## config.mk

```make
export PLATFORM = sky130hd
export DESIGN_NAME = selective_repeat_sender_window_unit
export DESIGN_NICKNAME = d
export VERILOG_FILES = /design/src/hw/rtl/srsw_pkg.sv /design/src/hw/rtl/srsw_front.sv /design/src/hw/rtl/srsw_cmd_fifo.sv /design/src/hw/rtl/srsw_back.sv /design/src/hw/rtl/selective_repeat_sender_window_unit.sv
export SDC_FILE = /design/constraint.sdc
export NUM_CORES = 2
export LEC_CHECK = 0
export BUFFER_PORTS_ARGS = -buffer_cell sky130_fd_sc_hd__buf_4
export CAP_MARGIN = 20
export CORE_UTILIZATION = 44
export CTS_BUF_LIST = sky130_fd_sc_hd__clkbuf_2
export DETAILED_ROUTE_END_ITERATION = 7
export GPL_TIMING_DRIVEN = 0
export HOLD_SLACK_MARGIN = 0.1
export SLEW_MARGIN = 10
export SYNTH_ARGS = -nofsm -noshare
export SYNTH_HDL_FRONTEND = slang
export SYNTH_SLANG_ARGS = --single-unit
```

## constraint.sdc

```tcl
create_clock -name clk -period 18.2 [get_ports clk]
set_input_delay 5.46 -clock clk [delete_from_list [all_inputs] [get_ports clk]]
set_output_delay 5.46 -clock clk [all_outputs]
set_load 0.02 [all_outputs]
```

## src/hw/rtl/srsw_pkg.sv

```systemverilog
// Shared types, codes and helpers for the selective-repeat sender window.
`default_nettype none

package srsw_pkg;

  localparam int WINDOW = 32;

  typedef enum logic [1:0] {
    FUNC_FILL    = 2'd0,
    FUNC_ACK     = 2'd1,
    FUNC_TIMEOUT = 2'd2,
    FUNC_NONE    = 2'd3
  } func_t;

  typedef enum logic [1:0] {
    KIND_NEW    = 2'd0,
    KIND_RESEND = 2'd1,
    KIND_DONE   = 2'd2,
    KIND_GIVEUP = 2'd3
  } kind_t;

  typedef enum logic [1:0] {
    REG_WINDOW_SIZE  = 2'd0,
    REG_TOTAL_CHUNKS = 2'd1,
    REG_MAX_RETRIES  = 2'd2
  } reg_index_t;

  typedef enum logic [1:0] {
    FS_IDLE  = 2'd0,
    FS_EVAL  = 2'd1,
    FS_APPLY = 2'd2
  } front_state_t;

  typedef struct packed {
    logic [5:0]  win_len;
    logic [31:0] chunk_count;
    logic [7:0]  retry_limit;
  } cfg_t;

  // One queued job for the back end: emit seq+i for every set bit i of mask.
  typedef struct packed {
    kind_t       kind;
    logic [31:0] seq;
    logic [31:0] mask;
  } cmd_t;

  typedef struct packed {
    logic       busy;
    logic [5:0] outstanding;
  } front_stat_t;

  // Mask with the low n bits set, n in 0..32.
  function automatic logic [31:0] low_ones(input logic [5:0] n);
    low_ones = ~({32{1'b1}} << n);
  endfunction

endpackage

`default_nettype wire

```

## src/hw/rtl/srsw_front.sv

```systemverilog
// Front end: accepts events, updates the window state and queues emit jobs.
`default_nettype none

module srsw_front (
  input  wire logic                clk,
  input  wire logic                rst,
  input  wire logic                in_valid,
  output logic                     in_stall,
  input  wire logic [1:0]          func,
  input  wire logic [31:0]         ack_base,
  input  wire logic [31:0]         sack_bits,
  input  wire srsw_pkg::cfg_t      cfg,
  output logic                     cmd_push,
  output srsw_pkg::cmd_t           cmd,
  input  wire logic                cmd_full,
  output srsw_pkg::front_stat_t    stat
);
  import srsw_pkg::*;

  front_state_t state, state_next;

  // latched request
  func_t       item_func;
  logic [31:0] item_abase;
  logic [31:0] item_sack;

  // window state; base and next carry a 33rd bit for total+1
  logic [32:0] window_base, base_next;
  logic [32:0] next_seq, next_seq_next;
  logic [31:0] ack_marks, marks_next;
  logic [7:0]  retry_count, retry_next;
  logic        finished, finished_next;
  logic [5:0]  outstanding, outstanding_next;

  // evaluation stage results
  logic [5:0]  ev_room;
  logic [33:0] ev_rem;
  logic        ev_gt_total, ev_gt_base, ev_gt_next, ev_lt_base, ev_rsh_big;
  logic [5:0]  ev_fwd;
  logic [4:0]  ev_rsh;

  // evaluation combinational terms
  logic [5:0]  eff_w;
  logic [32:0] abase33, fwd33, rsh33;

  // apply combinational terms
  logic [5:0]  n_new, sh, out_after;
  logic [31:0] marks_slid, sack_add;
  logic        need_push, go;

  assign abase33 = {1'b0, item_abase};
  assign fwd33   = abase33 - window_base;
  assign rsh33   = window_base - abase33 - 33'd1;

  always_comb begin
    if (cfg.win_len == 6'd0) begin
      eff_w = 6'd1;
    end else if (cfg.win_len > 6'(WINDOW)) begin
      eff_w = 6'(WINDOW);
    end else begin
      eff_w = cfg.win_len;
    end
  end

  always_ff @(posedge clk) begin
    if (state == FS_IDLE && in_valid) begin
      item_func  <= func_t'(func);
      item_abase <= ack_base;
      item_sack  <= sack_bits;
    end
    if (state == FS_EVAL) begin
      ev_room     <= (eff_w > outstanding) ? eff_w - outstanding : 6'd0;
      ev_rem      <= {2'b00, cfg.chunk_count} + 34'd1 - {1'b0, next_seq};
      ev_gt_total <= item_abase > cfg.chunk_count;
      ev_gt_base  <= abase33 > window_base;
      ev_gt_next  <= abase33 > next_seq;
      ev_lt_base  <= abase33 < window_base;
      ev_fwd      <= fwd33[5:0];
      ev_rsh      <= rsh33[4:0];
      ev_rsh_big  <= |rsh33[32:5];
    end
  end

  always_comb begin
    if (ev_rem[33]) begin
      n_new = 6'd0;
    end else if (|ev_rem[32:6]) begin
      n_new = ev_room;
    end else begin
      n_new = (ev_rem[5:0] < ev_room) ? ev_rem[5:0] : ev_room;
    end
    sh         = ev_gt_next ? outstanding : ev_fwd;
    out_after  = ev_gt_base ? outstanding - sh : outstanding;
    marks_slid = ev_gt_base ? (ack_marks >> sh) : ack_marks;
    // map selective marks onto window offsets of the new base
    if (ev_gt_next) begin
      sack_add = '0;
    end else if (!ev_lt_base) begin
      sack_add = item_sack << 1;
    end else if (ev_rsh_big) begin
      sack_add = '0;
    end else begin
      sack_add = item_sack >> ev_rsh;
    end
  end

  always_comb begin
    need_push        = 1'b0;
    cmd.kind         = KIND_DONE;
    cmd.seq          = '0;
    cmd.mask         = 32'd1;
    base_next        = window_base;
    next_seq_next    = next_seq;
    marks_next       = ack_marks;
    retry_next       = retry_count;
    finished_next    = finished;
    outstanding_next = outstanding;
    if (finished) begin
      need_push = (item_func != FUNC_NONE);
    end else begin
      unique case (item_func)
        FUNC_FILL: begin
          need_push        = (n_new != 6'd0);
          cmd.kind         = KIND_NEW;
          cmd.seq          = next_seq[31:0];
          cmd.mask         = low_ones(n_new);
          marks_next       = ack_marks & ~(low_ones(n_new) << outstanding);
          next_seq_next    = next_seq + {27'd0, n_new};
          outstanding_next = outstanding + n_new;
        end
        FUNC_ACK: begin
          retry_next = '0;
          if (ev_gt_total) begin
            finished_next = 1'b1;
            need_push     = 1'b1;
          end else begin
            if (ev_gt_base) begin
              base_next = ev_gt_next ? next_seq : abase33;
            end
            outstanding_next = out_after;
            marks_next       = marks_slid | (sack_add & low_ones(out_after));
          end
        end
        FUNC_TIMEOUT: begin
          if (retry_count >= cfg.retry_limit) begin
            cmd.kind  = KIND_GIVEUP;
            need_push = 1'b1;
          end else begin
            cmd.kind   = KIND_RESEND;
            cmd.seq    = window_base[31:0];
            cmd.mask   = ~ack_marks & low_ones(outstanding);
            need_push  = |cmd.mask;
            retry_next = retry_count + 8'd1;
          end
        end
        FUNC_NONE: begin
        end
        default: begin
        end
      endcase
    end
  end

  assign go       = (state == FS_APPLY) && !(need_push && cmd_full);
  assign cmd_push = go && need_push;

  always_comb begin
    state_next = state;
    in_stall   = 1'b1;
    unique case (state)
      FS_IDLE: begin
        in_stall = 1'b0;
        if (in_valid) begin
          state_next = FS_EVAL;
        end
      end
      FS_EVAL:  state_next = FS_APPLY;
      FS_APPLY: begin
        if (go) begin
          state_next = FS_IDLE;
        end
      end
      default:  state_next = FS_IDLE;
    endcase
  end

  always_ff @(posedge clk) begin
    if (rst) begin
      state <= FS_IDLE;
    end else begin
      state <= state_next;
    end
  end

  always_ff @(posedge clk) begin
    if (rst) begin
      window_base <= 33'd1;
      next_seq    <= 33'd1;
      ack_marks   <= '0;
      retry_count <= '0;
      finished    <= 1'b0;
      outstanding <= '0;
    end else if (go) begin
      window_base <= base_next;
      next_seq    <= next_seq_next;
      ack_marks   <= marks_next;
      retry_count <= retry_next;
      finished    <= finished_next;
      outstanding <= outstanding_next;
    end
  end

  assign stat.busy        = (state != FS_IDLE);
  assign stat.outstanding = outstanding;

endmodule

`default_nettype wire

```

## src/hw/rtl/srsw_cmd_fifo.sv

```systemverilog
// Two-entry job queue between the front end and the back end.
`default_nettype none

module srsw_cmd_fifo (
  input  wire logic            clk,
  input  wire logic            rst,
  input  wire logic            push,
  input  wire srsw_pkg::cmd_t  wdata,
  output logic                 full,
  input  wire logic            pop,
  output srsw_pkg::cmd_t       rdata,
  output logic                 empty
);
  import srsw_pkg::*;

  cmd_t       mem [2];
  logic       wptr, rptr;
  logic [1:0] count;

  assign full  = (count == 2'd2);
  assign empty = (count == 2'd0);
  assign rdata = mem[rptr];

  always_ff @(posedge clk) begin
    if (push && !full) begin
      mem[wptr] <= wdata;
    end
  end

  always_ff @(posedge clk) begin
    if (rst) begin
      wptr  <= 1'b0;
      rptr  <= 1'b0;
      count <= '0;
    end else begin
      if (push && !full) begin
        wptr <= ~wptr;
      end
      if (pop && !empty) begin
        rptr <= ~rptr;
      end
      count <= count + {1'b0, (push && !full)} - {1'b0, (pop && !empty)};
    end
  end

endmodule

`default_nettype wire

```

## src/hw/rtl/srsw_back.sv

```systemverilog
// Back end: walks a queued job's mask and emits one result per cycle while the output is not stalled.
`default_nettype none

module srsw_back (
  input  wire logic            clk,
  input  wire logic            rst,
  input  wire srsw_pkg::cmd_t  head,
  input  wire logic            head_empty,
  output logic                 pop,
  output logic                 out_valid,
  input  wire logic            out_stall,
  output logic [1:0]           kind,
  output logic [31:0]          seq,
  output logic                 last
);
  import srsw_pkg::*;

  logic        busy;
  kind_t       job_kind;
  logic [31:0] job_seq;
  logic [31:0] job_mask;

  logic [31:0] low_bit, rest;
  logic [4:0]  idx;
  logic        advance;

  assign low_bit = job_mask & (~job_mask + 32'd1);
  assign rest    = job_mask & ~low_bit;

  always_comb begin
    idx = '0;
    for (int i = 31; i >= 0; i--) begin
      if (job_mask[i]) begin
        idx = 5'(i);
      end
    end
  end

  assign pop     = !busy && !head_empty;
  assign advance = busy && (!out_valid || !out_stall);

  always_ff @(posedge clk) begin
    if (pop) begin
      job_kind <= head.kind;
      job_seq  <= head.seq;
      job_mask <= head.mask;
    end else if (advance) begin
      job_mask <= rest;
    end
    if (advance) begin
      kind <= job_kind;
      seq  <= job_seq + {27'd0, idx};
      last <= (rest == '0);
    end
  end

  always_ff @(posedge clk) begin
    if (rst) begin
      busy      <= 1'b0;
      out_valid <= 1'b0;
    end else begin
      if (pop) begin
        busy <= 1'b1;
      end else if (advance && rest == '0) begin
        busy <= 1'b0;
      end
      if (advance) begin
        out_valid <= 1'b1;
      end else if (!out_stall) begin
        out_valid <= 1'b0;
      end
    end
  end

endmodule

`default_nettype wire

```

## src/hw/rtl/selective_repeat_sender_window_unit.sv

```systemverilog
// Top level of the selective-repeat ARQ sender window.
//
//  channel  | handshake            | payload
//  ---------+----------------------+-------------------------------
//  in       | in_valid / in_stall  | func, ack_base, sack_bits
//  out      | out_valid / out_stall| kind, seq, last
//  cfg      | cfg_write            | cfg_index, cfg_data
//
// An input request passes through the front-end states take, evaluate and
// apply; a new request is taken only once the front end is back in idle,
// and the apply step waits while a job must be pushed and the queue is full.
// The back end emits one result per cycle while the output is not stalled;
// it loads a job before its numbers. Reset is synchronous: window base and next number
// go to one, marks and retries clear, the queue and output empty. A stalled
// output holds its result; the two-entry queue lets the front end keep
// taking requests until it fills.
`default_nettype none

module selective_repeat_sender_window_unit (
  input  wire logic        clk,
  input  wire logic        rst,
  // input events
  input  wire logic        in_valid,
  output logic             in_stall,
  input  wire logic [1:0]  func,
  input  wire logic [31:0] ack_base,
  input  wire logic [31:0] sack_bits,
  // results
  output logic             out_valid,
  input  wire logic        out_stall,
  output logic [1:0]       kind,
  output logic [31:0]      seq,
  output logic             last,
  // configuration writes
  input  wire logic        cfg_write,
  input  wire logic [1:0]  cfg_index,
  input  wire logic [31:0] cfg_data
);
  import srsw_pkg::*;

  cfg_t        cfg;
  cmd_t        cmd, head;
  logic        cmd_push, cmd_full, head_empty, pop;
  front_stat_t stat;

  // Configuration registers; an index past the list is dropped.
  always_ff @(posedge clk) begin
    if (rst) begin
      cfg.win_len     <= 6'd32;
      cfg.chunk_count <= 32'd1;
      cfg.retry_limit <= 8'd3;
    end else if (cfg_write) begin
      unique case (cfg_index)
        REG_WINDOW_SIZE:  cfg.win_len     <= cfg_data[5:0];
        REG_TOTAL_CHUNKS: cfg.chunk_count <= cfg_data;
        REG_MAX_RETRIES:  cfg.retry_limit <= cfg_data[7:0];
        default: begin
        end
      endcase
    end
  end

  // Front end: classify the event and update the window.
  srsw_front u_front (
    .clk       (clk),
    .rst       (rst),
    .in_valid  (in_valid),
    .in_stall  (in_stall),
    .func      (func),
    .ack_base  (ack_base),
    .sack_bits (sack_bits),
    .cfg       (cfg),
    .cmd_push  (cmd_push),
    .cmd       (cmd),
    .cmd_full  (cmd_full),
    .stat      (stat)
  );

  // Job queue decoupling the two halves.
  srsw_cmd_fifo u_fifo (
    .clk   (clk),
    .rst   (rst),
    .push  (cmd_push),
    .wdata (cmd),
    .full  (cmd_full),
    .pop   (pop),
    .rdata (head),
    .empty (head_empty)
  );

  // Back end: expand each job into results, one per cycle while the output is not stalled.
  srsw_back u_back (
    .clk        (clk),
    .rst        (rst),
    .head       (head),
    .head_empty (head_empty),
    .pop        (pop),
    .out_valid  (out_valid),
    .out_stall  (out_stall),
    .kind       (kind),
    .seq        (seq),
    .last       (last)
  );

  // Status results carry no number and stand alone.
  a_status_form: assert property (@(posedge clk) disable iff (rst)
    out_valid && (kind == KIND_DONE || kind == KIND_GIVEUP) |-> seq == '0 && last)
    else $error("status result with nonzero seq or without last");

  // The front end never pushes into a full queue.
  a_no_overflow: assert property (@(posedge clk) disable iff (rst)
    !(cmd_push && cmd_full))
    else $error("job pushed into full queue");

  // Outstanding numbers never exceed the window.
  a_window_bound: assert property (@(posedge clk) disable iff (rst)
    stat.outstanding <= 6'(WINDOW))
    else $error("outstanding count beyond window");

  // A request is taken only while the front end is idle, and a taken request makes it busy.
  a_take_idle: assert property (@(posedge clk) disable iff (rst)
    in_valid && !in_stall |=> stat.busy)
    else $error("front end did not start on a taken request");

endmodule

`default_nettype wire
```

==> impl_metrics.toml <==
[outcome]
status = "complete, no violations"

[yosys]
syn_avg_cell_area_um2 = 9.20
synth_edf_count = 355
syn_nets = 4143
yosysSeqAreaShare = 0.398
ys_types = 99
synth_area_um2 = 35200
yosys_register_bits = 523
yosys_warnings = 0
synth-async-reset-ratio = 0
synth_top_flop_cell = "edfxtp_1"
synthCells = 3827

[cells_and_area]
layout-drive-gt1-share = 0.128
mostFrequentLayoutCells = "361 x nor2_1, 355 x edfxtp_1, 339 x nand2_1"
stdcell_count = 5288
final_util = 0.496
fill_cells = 7757
nets = 4439
area_growth_pct = 11.4
final_common_cell = "nor2_1"

[global_route]
grt_use_total = 0.309
first_global_vias = 30024
grt_pass1_wl_mm = 189
overflow = 0
grt_max_degree = 40
antenna_found_initial = 4

[floorplan]
start_util = 0.445
core_area_um2 = 79100
rows = 103
die_x_um = 285
io_pins = 142
die_h_um = 285
die-area_um2 = 81200

[drt]
drt_wl_total_mm = 128
via_per_inst = 6.02
drtIter0Drc = 3594
ant_nets = 0
drtPass1Iterations = 6
drc = 0
route.vias.total = 31811
wl_per_cell_um = 24.2

[sta]
min_period_ns = 7.64
setup-violations-final = 0
slew_violations = 0
relSlewSlack = 0.172
rsz0062_at_grt = "no"
finClkSkew_ns = 0.110
worstMarginPinSlew_ns = 1.23
finalHoldViolCount = 0
period_share = 0.420
fin_tns_setup_ns = 0
setup_slack_ns = 10.56
max_freq_mhz = 131

[worst_setup_path]
worst-r2r-setup-slack_ns = 11.69
end_kind = "output pin"
crit_path_top_delay_cell = "dfxtp_1"
slowest_delay_ns = 0.35
cp_top_family = "flip-flops"
worstSetupStartpoint = "u_front.state[1]"
crit_buf_inv = 1
worstPathCellList = "or2_2 > buf_4"
startpoint_type = "register"
critical_path_class = "register to output pin"
arrival_ns = 2.18
crit_required_ns = 12.74
cp_max_fo = 3
r2r-start = "u_front.outstanding[2]"

[place]
place.gp.congestion = 1.04
dp_slack_ns = 9.80
placement.io_buffers = 140
dpl.hpwl_mm = 101
place_inst = 5026

[clock_network]
path_clk_slew_ns = 0.09
clk_latency_ns = 1.36
cts_setup_buffers = 0
clockRootBuffer = "clkbuf_2"
cts_hold_buf = 0
cts_buffers = 144
cts-resized-gates = 0
h-tree-depth = 4
clkSinkCount = 523
clk_path_buf_depth = 3
tritoncts = "yes"

[flow_run]
cap_violations = 0

[power]
peakVddDrop_mv = 0.0493
p_leak_nw = 14.8
power_density_nw_per_um2 = 87.4

[min_path]
min_from = "u_back.job_kind[0]"
min-delay-path-class = "register to register"
Yosys cell counts (all sizes together) (49+ instances only):
master  count  share of area
nor2b      53         0.0094
nor2      365          0.039
nand2     340          0.036
o21ai     220          0.032
mux2       49          0.016
a22oi      55          0.012
a21o       56          0.012
nand3     109          0.016
dfxtp     168          0.096
a211oi     91          0.020
a21oi     297          0.043
edfxtp    355           0.30
nor3       81          0.013
xnor2     111          0.028
mux2i     212          0.061
clkbuf    152          0.016
ha        204          0.072
buf        50         0.0076
inv       242          0.026
metrics by stage:
| stage | hold slack, ns | power [mW] | area (um^2) |
|---|---|---|---|
| 6_report | 0.456 | 3.43 | 39200 |
| 4_1_cts | 0.453 | 3.46 | 39200 |
| 3_5_place_dp | 0.422 | 2.55 | 37800 |
| 3_3_place_gp | 0.407 | 2.54 | 37600 |
| 5_1_grt | 0.452 | 3.63 | 39200 |
| 2_1_floorplan | 0.400 | 2.22 | 35200 |
metal layers:
layer | up-vias | GRT usage | routed length (um)
met5 | - | 0 | 50
met3 | 244 | 0.0663 | 11400
met2 | 1486 | 0.454 | 54100
met1 | 15236 | 0.450 | 58700
met4 | 4 | 0.101 | 3780
li1 | 14841 | - | -
path summary, 6_finish.rpt:
check / end / cells after the start
max: in_stall / 2
min: u_back.kind[0] / 0
max reg2reg: u_front.ack_marks[18] / 19
min reg2reg: u_back.kind[0] / 0
state kept, by name, indices dropped and copies added, names as in the netlist, 6 cells and up, named ones only:
| name | cells |
|---|---|
| u_fifo.mem | 132 |
| cfg | 46 |
| u_front.ev_rem | 34 |
| u_front.next_seq | 33 |
| u_front.window_base | 33 |
| u_back.job_mask | 32 |
| u_back.job_seq | 32 |
| u_back.seq | 32 |
| u_front.ack_marks | 32 |
| u_front.item_abase | 32 |
| u_front.item_sack | 32 |
| u_front.retry_count | 8 |
| u_front.ev_fwd | 6 |
| u_front.ev_room | 6 |
| u_front.outstanding | 6 |
cell families after synthesis:
group | after synthesis | share of synthesized area
AOI/OAI and AO/OA | 1055 | 0.193
and+or+nand+nor | 1167 | 0.156
buffers and inverters | 446 | 0.0499
muxes | 284 | 0.0911
adders and majority gates | 215 | 0.0776
xor gates and xnor gates | 137 | 0.0341
DFF | 523 | 0.398
report_power, final:
| part | switching [mW] | leakage (nW) | internal (mW) | total (mW) |
|---|---|---|---|---|
| clock | 0.521 | 1.04 | 0.374 | 0.895 |
| sequential | 0.119 | 4.63 | 1.47 | 1.59 |
| combinational | 0.593 | 9.11 | 0.352 | 0.945 |
| total | 1.23 | 14.8 | 2.20 | 3.43 |
area by class of cell:
cell class              count  area [um^2]  area share
flip-flops and latches    523        14000       0.358
diodes                      4         10.0    0.000255
repair buffers            150         1250      0.0319
inverters                 244          918      0.0234
multi-input cells        2858        19500       0.497
plain buffers             202          837      0.0213
clock buffers             211         1060      0.0269
well taps                1050         1310      0.0335
clock inverters            46          337     0.00858
Note: power is estimated with default switching activity, not from simulation.
